**config.mk**
```make
export PLATFORM = sky130hd
export DESIGN_NAME = shell_sort_flat
export DESIGN_NICKNAME = d
export VERILOG_FILES = /design/src/hw/rtl/shs_pkg.sv /design/src/hw/rtl/shs_in_if.sv /design/src/hw/rtl/shs_out_if.sv /design/src/hw/rtl/shs_div.sv /design/src/hw/rtl/shell_sort.sv /design/src/flat_wrapper.sv
export SDC_FILE = /design/constraint.sdc
export NUM_CORES = 2
export LEC_CHECK = 0
export ABC_AREA = 1
export BUFFER_PORTS_ARGS = -buffer_cell sky130_fd_sc_hd__buf_2
export CORE_ASPECT_RATIO = 0.7
export CORE_MARGIN = 2
export CORE_UTILIZATION = 45
export DETAILED_ROUTE_END_ITERATION = 8
export HOLD_SLACK_MARGIN = 0.15
export SETUP_SLACK_MARGIN = 0.5
export SLEW_MARGIN = 20
export SYNTH_ARGS = -nofsm -noshare
export SYNTH_HDL_FRONTEND = slang
export SYNTH_SLANG_ARGS = --single-unit
export TNS_END_PERCENT = 10
```
**constraint.sdc**
```tcl
create_clock -name clk -period 4.45 [get_ports clk]
set_input_delay 0.445 -clock clk [delete_from_list [all_inputs] [get_ports clk]]
set_output_delay 0.445 -clock clk [all_outputs]
set_load 0.01 [all_outputs]
```
**src/hw/rtl/shs_pkg.sv**
```systemverilog
`default_nettype none

package shs_pkg;

    localparam int DATA_W          = 32;
    localparam int MAX_LEN_DEF     = 64;
    localparam int GAP_DIVISOR_DEF = 3;

endpackage

`default_nettype wire

```
**src/hw/rtl/shs_in_if.sv**
```systemverilog
`default_nettype none

interface shs_in_if;
    import shs_pkg::*;

    logic                     valid;
    logic                     ready;
    logic signed [DATA_W-1:0] value_in;
    logic                     is_last;

    modport source (output valid, output value_in, output is_last, input ready);
    modport sink   (input valid, input value_in, input is_last, output ready);
endinterface

`default_nettype wire

```
**src/hw/rtl/shs_out_if.sv**
```systemverilog
`default_nettype none

interface shs_out_if;
    import shs_pkg::*;

    logic                     valid;
    logic                     ready;
    logic signed [DATA_W-1:0] value_out;
    logic                     last_out;
    logic                     overflow;

    modport source (output valid, output value_out, output last_out, output overflow,
                    input ready);
    modport sink   (input valid, input value_out, input last_out, input overflow,
                    output ready);
endinterface

`default_nettype wire

```
**src/hw/rtl/shs_div.sv**
```systemverilog
`default_nettype none

// Divide by a constant through a reciprocal multiply; the quotient is registered and ready in the cycle after start.
module shs_div #(
    parameter int W           = 7,
    parameter int GAP_DIVISOR = 3
) (
    input  wire logic         clk,
    input  wire logic         rst_n,
    input  wire logic         start,
    input  wire logic [W-1:0] dividend,
    output logic              done,
    output logic [W-1:0]      quotient
);
    localparam int SH = W + 4;
    localparam int MW = SH + 1;
    localparam logic [MW-1:0] RECIP_C = MW'(((1 << SH) + GAP_DIVISOR - 1) / GAP_DIVISOR);

    logic            done_reg;
    logic [W-1:0]    quot_reg;
    logic [W+MW-1:0] prod;

    assign prod = {{MW{1'b0}}, dividend} * {{W{1'b0}}, RECIP_C};

    always_ff @(posedge clk or negedge rst_n)
    begin
        if (!rst_n)
        begin
            done_reg <= 1'b0;
            quot_reg <= '0;
        end
        else
        begin
            done_reg <= start;
            if (start)
            begin
                quot_reg <= prod[SH +: W];
            end
        end
    end

    assign done     = done_reg;
    assign quotient = quot_reg;
endmodule

`default_nettype wire

```
**src/hw/rtl/shell_sort.sv**
```systemverilog
`default_nettype none

// channel   dir  payload                          accepted when
// samples   in   value_in[31:0] s, is_last        valid && ready
// sorted    out  value_out[31:0] s, last_out,     valid && ready
//                overflow
//
// Load: one item per cycle; ready drops on the item marked last.
// Sort: each pass starts with a gap division; every insertion key is read, then shifted
// down by the gap while a compare finds it smaller, and written back where it stops.
// Output: each result is read from the store and held until the sink is ready; stalls hold the result.
// Reset clears the count and overflow flag; the store is not cleared.
module shell_sort #(
    parameter int MAX_LEN     = shs_pkg::MAX_LEN_DEF,
    parameter int GAP_DIVISOR = shs_pkg::GAP_DIVISOR_DEF
) (
    input wire logic clk,
    input wire logic rst_n,
    shs_in_if.sink   samples,
    shs_out_if.source sorted
);
    import shs_pkg::*;

    localparam int CW   = $clog2(MAX_LEN + 1);
    localparam int AW   = (MAX_LEN > 1) ? $clog2(MAX_LEN) : 1;
    localparam int DIVW = CW;

    localparam logic [CW-1:0] LEN_C = CW'(MAX_LEN);
    localparam logic [CW-1:0] ONE_C = CW'(1);

    typedef enum logic [3:0] {
        S_LOAD, S_DIV_N, S_PASS, S_I_CHK, S_KEY, S_J_CHK, S_CMP,
        S_DIV_GAP, S_OUT_RD, S_OUT_LD, S_OUT_WAIT
    } state_t;

    state_t          state_reg;
    logic [CW-1:0]   count_reg;
    logic            ovf_reg;
    logic [CW-1:0]   gap_reg;
    logic [CW-1:0]   i_reg;
    logic [CW-1:0]   j_reg;
    logic [DATA_W-1:0] key_reg;
    logic            out_valid_reg;
    logic [DATA_W-1:0] out_value_reg;
    logic            out_last_reg;
    logic            out_ovf_reg;

    logic [DATA_W-1:0] mem [MAX_LEN];
    logic [DATA_W-1:0] rd_data_reg;
    logic            rd_en;
    logic [AW-1:0]   rd_addr;
    logic            wr_en;
    logic [AW-1:0]   wr_addr;
    logic [DATA_W-1:0] wr_data;

    logic            div_start;
    logic [DIVW-1:0] div_dividend;
    logic            div_done;
    logic [DIVW-1:0] div_quot;
    logic [CW-1:0]   quot_c;
    logic [CW-1:0]   jmg;
    logic            key_less;
    logic            in_acc;

    shs_div #(
        .W           (DIVW),
        .GAP_DIVISOR (GAP_DIVISOR)
    ) u_div (
        .clk      (clk),
        .rst_n    (rst_n),
        .start    (div_start),
        .dividend (div_dividend),
        .done     (div_done),
        .quotient (div_quot)
    );

    assign quot_c   = div_quot[CW-1:0];
    assign jmg      = j_reg - gap_reg;
    assign key_less = $signed(key_reg) < $signed(rd_data_reg);
    assign in_acc   = samples.valid && samples.ready;

    assign samples.ready   = (state_reg == S_LOAD);
    assign sorted.valid    = out_valid_reg;
    assign sorted.value_out = out_value_reg;
    assign sorted.last_out = out_last_reg;
    assign sorted.overflow = out_ovf_reg;

    always_comb
    begin
        rd_en        = 1'b0;
        rd_addr      = '0;
        wr_en        = 1'b0;
        wr_addr      = '0;
        wr_data      = key_reg;
        div_start    = 1'b0;
        div_dividend = '0;
        case (state_reg)
            S_LOAD:
            begin
                wr_en   = in_acc && (count_reg < LEN_C);
                wr_addr = count_reg[AW-1:0];
                wr_data = samples.value_in;
            end
            S_I_CHK:
            begin
                rd_en   = (i_reg < count_reg);
                rd_addr = i_reg[AW-1:0];
                if (!(i_reg < count_reg) && gap_reg > ONE_C)
                begin
                    div_start    = 1'b1;
                    div_dividend = DIVW'(gap_reg);
                end
            end
            S_J_CHK:
            begin
                rd_en   = (j_reg >= gap_reg);
                rd_addr = jmg[AW-1:0];
                wr_en   = !(j_reg >= gap_reg);
                wr_addr = j_reg[AW-1:0];
            end
            S_CMP:
            begin
                wr_en   = 1'b1;
                wr_addr = j_reg[AW-1:0];
                wr_data = key_less ? rd_data_reg : key_reg;
            end
            S_OUT_RD:
            begin
                rd_en   = 1'b1;
                rd_addr = i_reg[AW-1:0];
            end
            default:
            begin
            end
        endcase
        if (state_reg == S_LOAD && in_acc && samples.is_last)
        begin
            div_start    = 1'b1;
            div_dividend = (count_reg < LEN_C) ? DIVW'(count_reg + ONE_C) : DIVW'(count_reg);
        end
    end

    always_ff @(posedge clk)
    begin
        if (wr_en)
        begin
            mem[wr_addr] <= wr_data;
        end
        if (rd_en)
        begin
            rd_data_reg <= mem[rd_addr];
        end
    end

    always_ff @(posedge clk or negedge rst_n)
    begin
        if (!rst_n)
        begin
            state_reg     <= S_LOAD;
            count_reg     <= '0;
            ovf_reg       <= 1'b0;
            gap_reg       <= '0;
            i_reg         <= '0;
            j_reg         <= '0;
            key_reg       <= '0;
            out_valid_reg <= 1'b0;
            out_value_reg <= '0;
            out_last_reg  <= 1'b0;
            out_ovf_reg   <= 1'b0;
        end
        else
        begin
            case (state_reg)
                S_LOAD:
                begin
                    if (in_acc)
                    begin
                        if (count_reg < LEN_C)
                        begin
                            count_reg <= count_reg + ONE_C;
                        end
                        else
                        begin
                            ovf_reg <= 1'b1;
                        end
                        if (samples.is_last)
                        begin
                            state_reg <= S_DIV_N;
                        end
                    end
                end
                S_DIV_N:
                begin
                    if (div_done)
                    begin
                        gap_reg   <= quot_c + ONE_C;
                        state_reg <= S_PASS;
                    end
                end
                S_PASS:
                begin
                    i_reg     <= gap_reg;
                    state_reg <= S_I_CHK;
                end
                S_I_CHK:
                begin
                    j_reg <= i_reg;
                    if (i_reg < count_reg)
                    begin
                        state_reg <= S_KEY;
                    end
                    else if (gap_reg > ONE_C)
                    begin
                        state_reg <= S_DIV_GAP;
                    end
                    else
                    begin
                        i_reg     <= '0;
                        state_reg <= S_OUT_RD;
                    end
                end
                S_KEY:
                begin
                    key_reg   <= rd_data_reg;
                    state_reg <= S_J_CHK;
                end
                S_J_CHK:
                begin
                    if (j_reg >= gap_reg)
                    begin
                        state_reg <= S_CMP;
                    end
                    else
                    begin
                        i_reg     <= i_reg + ONE_C;
                        state_reg <= S_I_CHK;
                    end
                end
                S_CMP:
                begin
                    if (key_less)
                    begin
                        j_reg     <= jmg;
                        state_reg <= S_J_CHK;
                    end
                    else
                    begin
                        i_reg     <= i_reg + ONE_C;
                        state_reg <= S_I_CHK;
                    end
                end
                S_DIV_GAP:
                begin
                    if (div_done)
                    begin
                        gap_reg   <= (quot_c == '0) ? ONE_C : quot_c;
                        state_reg <= S_PASS;
                    end
                end
                S_OUT_RD:
                begin
                    state_reg <= S_OUT_LD;
                end
                S_OUT_LD:
                begin
                    out_valid_reg <= 1'b1;
                    out_value_reg <= rd_data_reg;
                    out_last_reg  <= (i_reg + ONE_C == count_reg);
                    out_ovf_reg   <= ovf_reg;
                    state_reg     <= S_OUT_WAIT;
                end
                S_OUT_WAIT:
                begin
                    if (sorted.ready)
                    begin
                        out_valid_reg <= 1'b0;
                        if (out_last_reg)
                        begin
                            count_reg <= '0;
                            ovf_reg   <= 1'b0;
                            state_reg <= S_LOAD;
                        end
                        else
                        begin
                            i_reg     <= i_reg + ONE_C;
                            state_reg <= S_OUT_RD;
                        end
                    end
                end
                default:
                begin
                    state_reg <= S_LOAD;
                end
            endcase
        end
    end
endmodule

`default_nettype wire

```
**src/flat_wrapper.sv**
```systemverilog
// flat-port wrapper written by rule: the top's interface ports become plain ports
module shell_sort_flat import shs_pkg::*;
#(
    parameter int MAX_LEN     = shs_pkg::MAX_LEN_DEF,
    parameter int GAP_DIVISOR = shs_pkg::GAP_DIVISOR_DEF
)
  (clk, rst_n, samples_valid, samples_value_in, samples_is_last, samples_ready, sorted_valid, sorted_value_out, sorted_last_out, sorted_overflow, sorted_ready);
  shs_in_if samples_i ();
  shs_out_if sorted_i ();
  input wire logic clk;
  input wire logic rst_n;
  input wire logic [$bits(samples_i.valid)-1:0] samples_valid;
  input wire logic [$bits(samples_i.value_in)-1:0] samples_value_in;
  input wire logic [$bits(samples_i.is_last)-1:0] samples_is_last;
  output wire logic [$bits(samples_i.ready)-1:0] samples_ready;
  output wire logic [$bits(sorted_i.valid)-1:0] sorted_valid;
  output wire logic [$bits(sorted_i.value_out)-1:0] sorted_value_out;
  output wire logic [$bits(sorted_i.last_out)-1:0] sorted_last_out;
  output wire logic [$bits(sorted_i.overflow)-1:0] sorted_overflow;
  input wire logic [$bits(sorted_i.ready)-1:0] sorted_ready;
  assign samples_i.valid = samples_valid;
  assign samples_i.value_in = samples_value_in;
  assign samples_i.is_last = samples_is_last;
  assign samples_ready = samples_i.ready;
  assign sorted_valid = sorted_i.valid;
  assign sorted_value_out = sorted_i.value_out;
  assign sorted_last_out = sorted_i.last_out;
  assign sorted_overflow = sorted_i.overflow;
  assign sorted_i.ready = sorted_ready;
  shell_sort #(.MAX_LEN(MAX_LEN), .GAP_DIVISOR(GAP_DIVISOR)) u_core (.clk(clk), .rst_n(rst_n), .samples(samples_i), .sorted(sorted_i));
endmodule
```
==> impl_metrics.py <==
metrics = {
    "run_status": {
        "status": "finished, violations left",
        "failed_checks": "setup timing",
    },
    "cells_and_area": {
        "multi_input_area_um2": 22820,
        "largest_register_ffs": 2048,
        "finalNetCount": 8072,
        "fill_cells": 17284,
        "stdcell_area_um2": 107400,
        "top_register": "u_core.mem",
        "final_cell_mix": "2080 x edfxtp_1, 1044 x inv_1, 936 x nand3_1",
        "seqCellArea_um2": 65140,
        "area_delta_synth_final_pct": 16.23,
        "mostFrequentLayoutCell": "edfxtp_1",
        "layout-drive-gt1-share_pct": 13.87,
        "fin_cells": 10852,
    },
    "synth": {
        "synth_top_area_share_pct": 67.61,
        "ys_seq_elements": 2187,
        "synth_area_leaders": "edfxtp_1 68%, nand3_1 5.5%, o21ai_0 4.8%",
        "synth_nets": 7852,
        "synthCells": 7716,
        "ys_seq_area_share_pct": 70.50,
        "syn_area_um2": 92390,
        "synth_cell_type_count": 40,
        "yosysTopAreaCell": "edfxtp_1",
        "syn_area_per_cell_um2": 11.97,
        "yosys_warnings": 0,
    },
    "flow_run": {
        "maxCapViolations": 0,
    },
    "sta": {
        "slew_headroom_pct": 40.45,
        "hold_viol_final": 0,
        "timing.final.setup_violations": 3,
        "tns_ps": -85.00,
        "holdWs_ps": 240.7,
        "finalClockSkew_ps": 70.24,
        "rsz0062_at_grt": "true",
        "drv_slew": 0,
        "finalCriticalPeriod_ps": 4487,
        "max_slew.worst_pin.slew_ps": 893.2,
        "max_freq_ghz": 0.2228,
        "period_share_pct": 100.8,
        "setup_ws_ps": -37.36,
    },
    "power_and_ir_drop": {
        "seqPwrFrac_pct": 37.7,
        "vdd_ir_drop_max_mv": 0.7461,
        "power.switching_mw": 31.62,
        "power_density_nw_per_um2": 735.1,
        "combinationalPowerShare_pct": 40.1,
        "sw_frac_of_total_pct": 40.05,
        "pwr-share-clk_pct": 22.3,
        "internal_power_mw": 47.32,
        "leakagePower_nw": 40.02,
    },
    "clock_network": {
        "htree_levels": 4,
        "cts_root_buffer": "clkbuf_16",
        "cts.sinks": 2187,
        "cts_tree": "built",
        "insertion_delay_ps": 870,
        "clock_path_buffers": 4,
        "clk_pin_slew_ps": 70,
        "numCtsBuffers": 209,
    },
    "critical_path": {
        "cp_max_fo": 6,
        "cp_common_cell": "inv_2",
        "required_ps": 5170,
        "cpMaxStageDelayCell": "fa_1",
        "start_kind": "flip-flop",
        "worst_setup_path_end_kind": "flip-flop",
        "cp.arrival_ps": 5210,
        "cp_cell_sequence": "inv_2, ha_1, nand2_2, inv_1, a21oi_2, nand2_4, nand2_8, o22ai_4, ha_4, inv_2, fa_1, fa_1, inv_2, fa_2, ha_4, inv_4, nor3_4, nand2_1, o21ai_2, buf_4, xnor2_2, o21ai_1",
        "path_class": "reg -> reg",
        "crit_path_max_incr_delay_ps": 520,
    },
    "floorplanning": {
        "std_cell_rows": 139,
        "io_pins": 73,
        "chipHeight_um": 383.1,
        "fp.dieW_um": 545.6,
        "core_um2": 204500,
        "die-area_um2": 209000,
        "initial_core_util_pct": 45.17,
    },
    "place": {
        "io_buffers": 72,
        "place_area_um2": 99780,
        "dpl.cell_count": 10457,
        "dp_hpwl_mm": 162.4,
        "globalplace.congestion": 0.8880,
    },
    "route": {
        "drt_first_pass_iters": 6,
        "via_per_inst": 5.688,
        "post_drt_wl_per_cell_um": 25.30,
        "ant_nets": 0,
        "drt_wl_total_mm": 274.6,
        "vias": 61724,
        "drc": 0,
        "drt-initial-drc-count": 8145,
    },
    "global_routing": {
        "grt_antenna_before_repair": 13,
        "grt_max_degree": 173,
        "overflow": 0,
        "track_usage_pct": 25.86,
        "grt_pass1_vias": 57928,
        "grt_pass1_wl_mm": 400.3,
    },
    "worst_hold_path": {
        "min_path_type": "in -> reg",
    },
}
-- cells by family (layout without fill, tap and decap cells) --
kind of cell / Yosys count / after routing / synth area share [%]
flops: 2187 / 2187 / 70.50
simple gates: 2059 / 2059 / 10.17
compound gates: 1803 / 1803 / 11.19
buf+inv: 1548 / 1931 / 6.516
fa+ha+maj: 99 / 99 / 1.430
xor+xnor: 20 / 20 / 0.1896
other cells: 0 / 4 / 0
-- power by group through the flow --
stage	clock, mW	sequential (mW)	combinational (mW)
finish	17.6	29.7	31.7
global route	18.6	29.8	33.9
CTS	17.8	29.7	30.9
detailed placement	0	30.1	30.7
global placement	0	30.1	30.3
floorplan	0	30.5	14.5
-- stage by stage --
step	power [mW]	util, %	setup WS (ps)
detailed placement	60.87	48.78	-354.3
global placement	60.45	48.78	-401.3
finish	78.93	52.50	-37.36
floorplan	45.01	-	132.9
global route	82.21	52.50	-223.9
CTS	78.42	52.14	-77.84
-- final timing paths --
| check | start | end | slack [ps] | cells after the start |
|---|---|---|---|---|
| max in group asynchronous | rst_n | u_core.gap_reg[0]$_DFFE_PN0P_ | 3220 | 3 |
| hold reg to reg | u_core.sorted.value_out[25]$_DFFE_PN0P_ | u_core.sorted.value_out[25]$_DFFE_PN0P_ | 480 | 2 |
| hold / removal | samples_value_in[12] | u_core.mem[60][12]$_DFFE_PP_ | 240 | 6 |
| min in group asynchronous | rst_n | u_core.key_reg[4]$_DFFE_PN0P_ | 250 | 2 |
| setup / recovery | u_core.count_reg[5]$_DFFE_PN0P_ | u_core.u_div.quotient[0]$_DFFE_PN0P_ | -40 | 22 |
| setup reg to reg | u_core.count_reg[5]$_DFFE_PN0P_ | u_core.u_div.quotient[0]$_DFFE_PN0P_ | -40 | 22 |
-- what timing repair did --
action                                  4_1_cts  5_1_grt
gates cloned                                  0        0
setup buffers                                 6        6
hold buffers                                  5        0
endpoints found under the setup margin       70       62
gates resized for setup                      38      140
pin swaps                                    23       35
hold endpoints to repair                     81        0
-- layout make-up --
type / instances / share of cell area, %
multi-input combinational: 3981 / 21.25
inverter: 1068 / 3.772
clock buffer: 266 / 5.184
tap: 2749 / 3.203
timing repair buffer: 489 / 5.004
sequential: 2187 / 60.66
antenna: 4 / 0.009321
clock inverter: 108 / 0.9193
-- cells in the mapped netlist --
library cell	instances
inv_1	1062
o22ai_1	29
o21bai_2	1
xor2_1	14
nand2_1	736
dfrtp_1	107
clkbuf_1	301
a211oi_1	2
a2111oi_0	1
inv_2	4
o31ai_1	2
edfxtp_1	2080
a311oi_2	1
nor2_2	2
o21ai_1	123
nand2_2	2
o211ai_1	483
o21a_1	1
buf_1	46
o21ai_0	883
buf_4	17
nor2_1	140
o2111ai_1	1
nor2_4	1
fa_1	11
nor3_1	15
a31oi_1	2
a221oi_1	3
nand3_1	1024
o21bai_1	3
buf_2	116
xnor2_1	6
nand4_1	35
a22oi_1	1
ha_1	88
a21oi_1	266
nor4_1	8
or2_2	96
clkinv_1	2
o21ai_4	1
-- critical path: cells and delay by family (launching register included) --
family | cells | cell delay (ps)
buffers and inverters | 6 | 390
DFF | 1 | 390
AOI/OAI and AO/OA | 4 | 530
xor gates and xnor gates | 1 | 90
adders and majority gates | 6 | 2360
and+or+nand+nor | 5 | 590
-- routing by layer --
layer | track usage (%) | up-vias | routed length [µm]
met5 | 0 | - | 18
met4 | 6.142 | 2 | 5941
met3 | 5.930 | 328 | 28260
met2 | 37.92 | 2752 | 119100
met1 | 38.92 | 30557 | 121300
li1 | - | 28085 | -
Note: power is estimated with default switching activity, not from simulation.
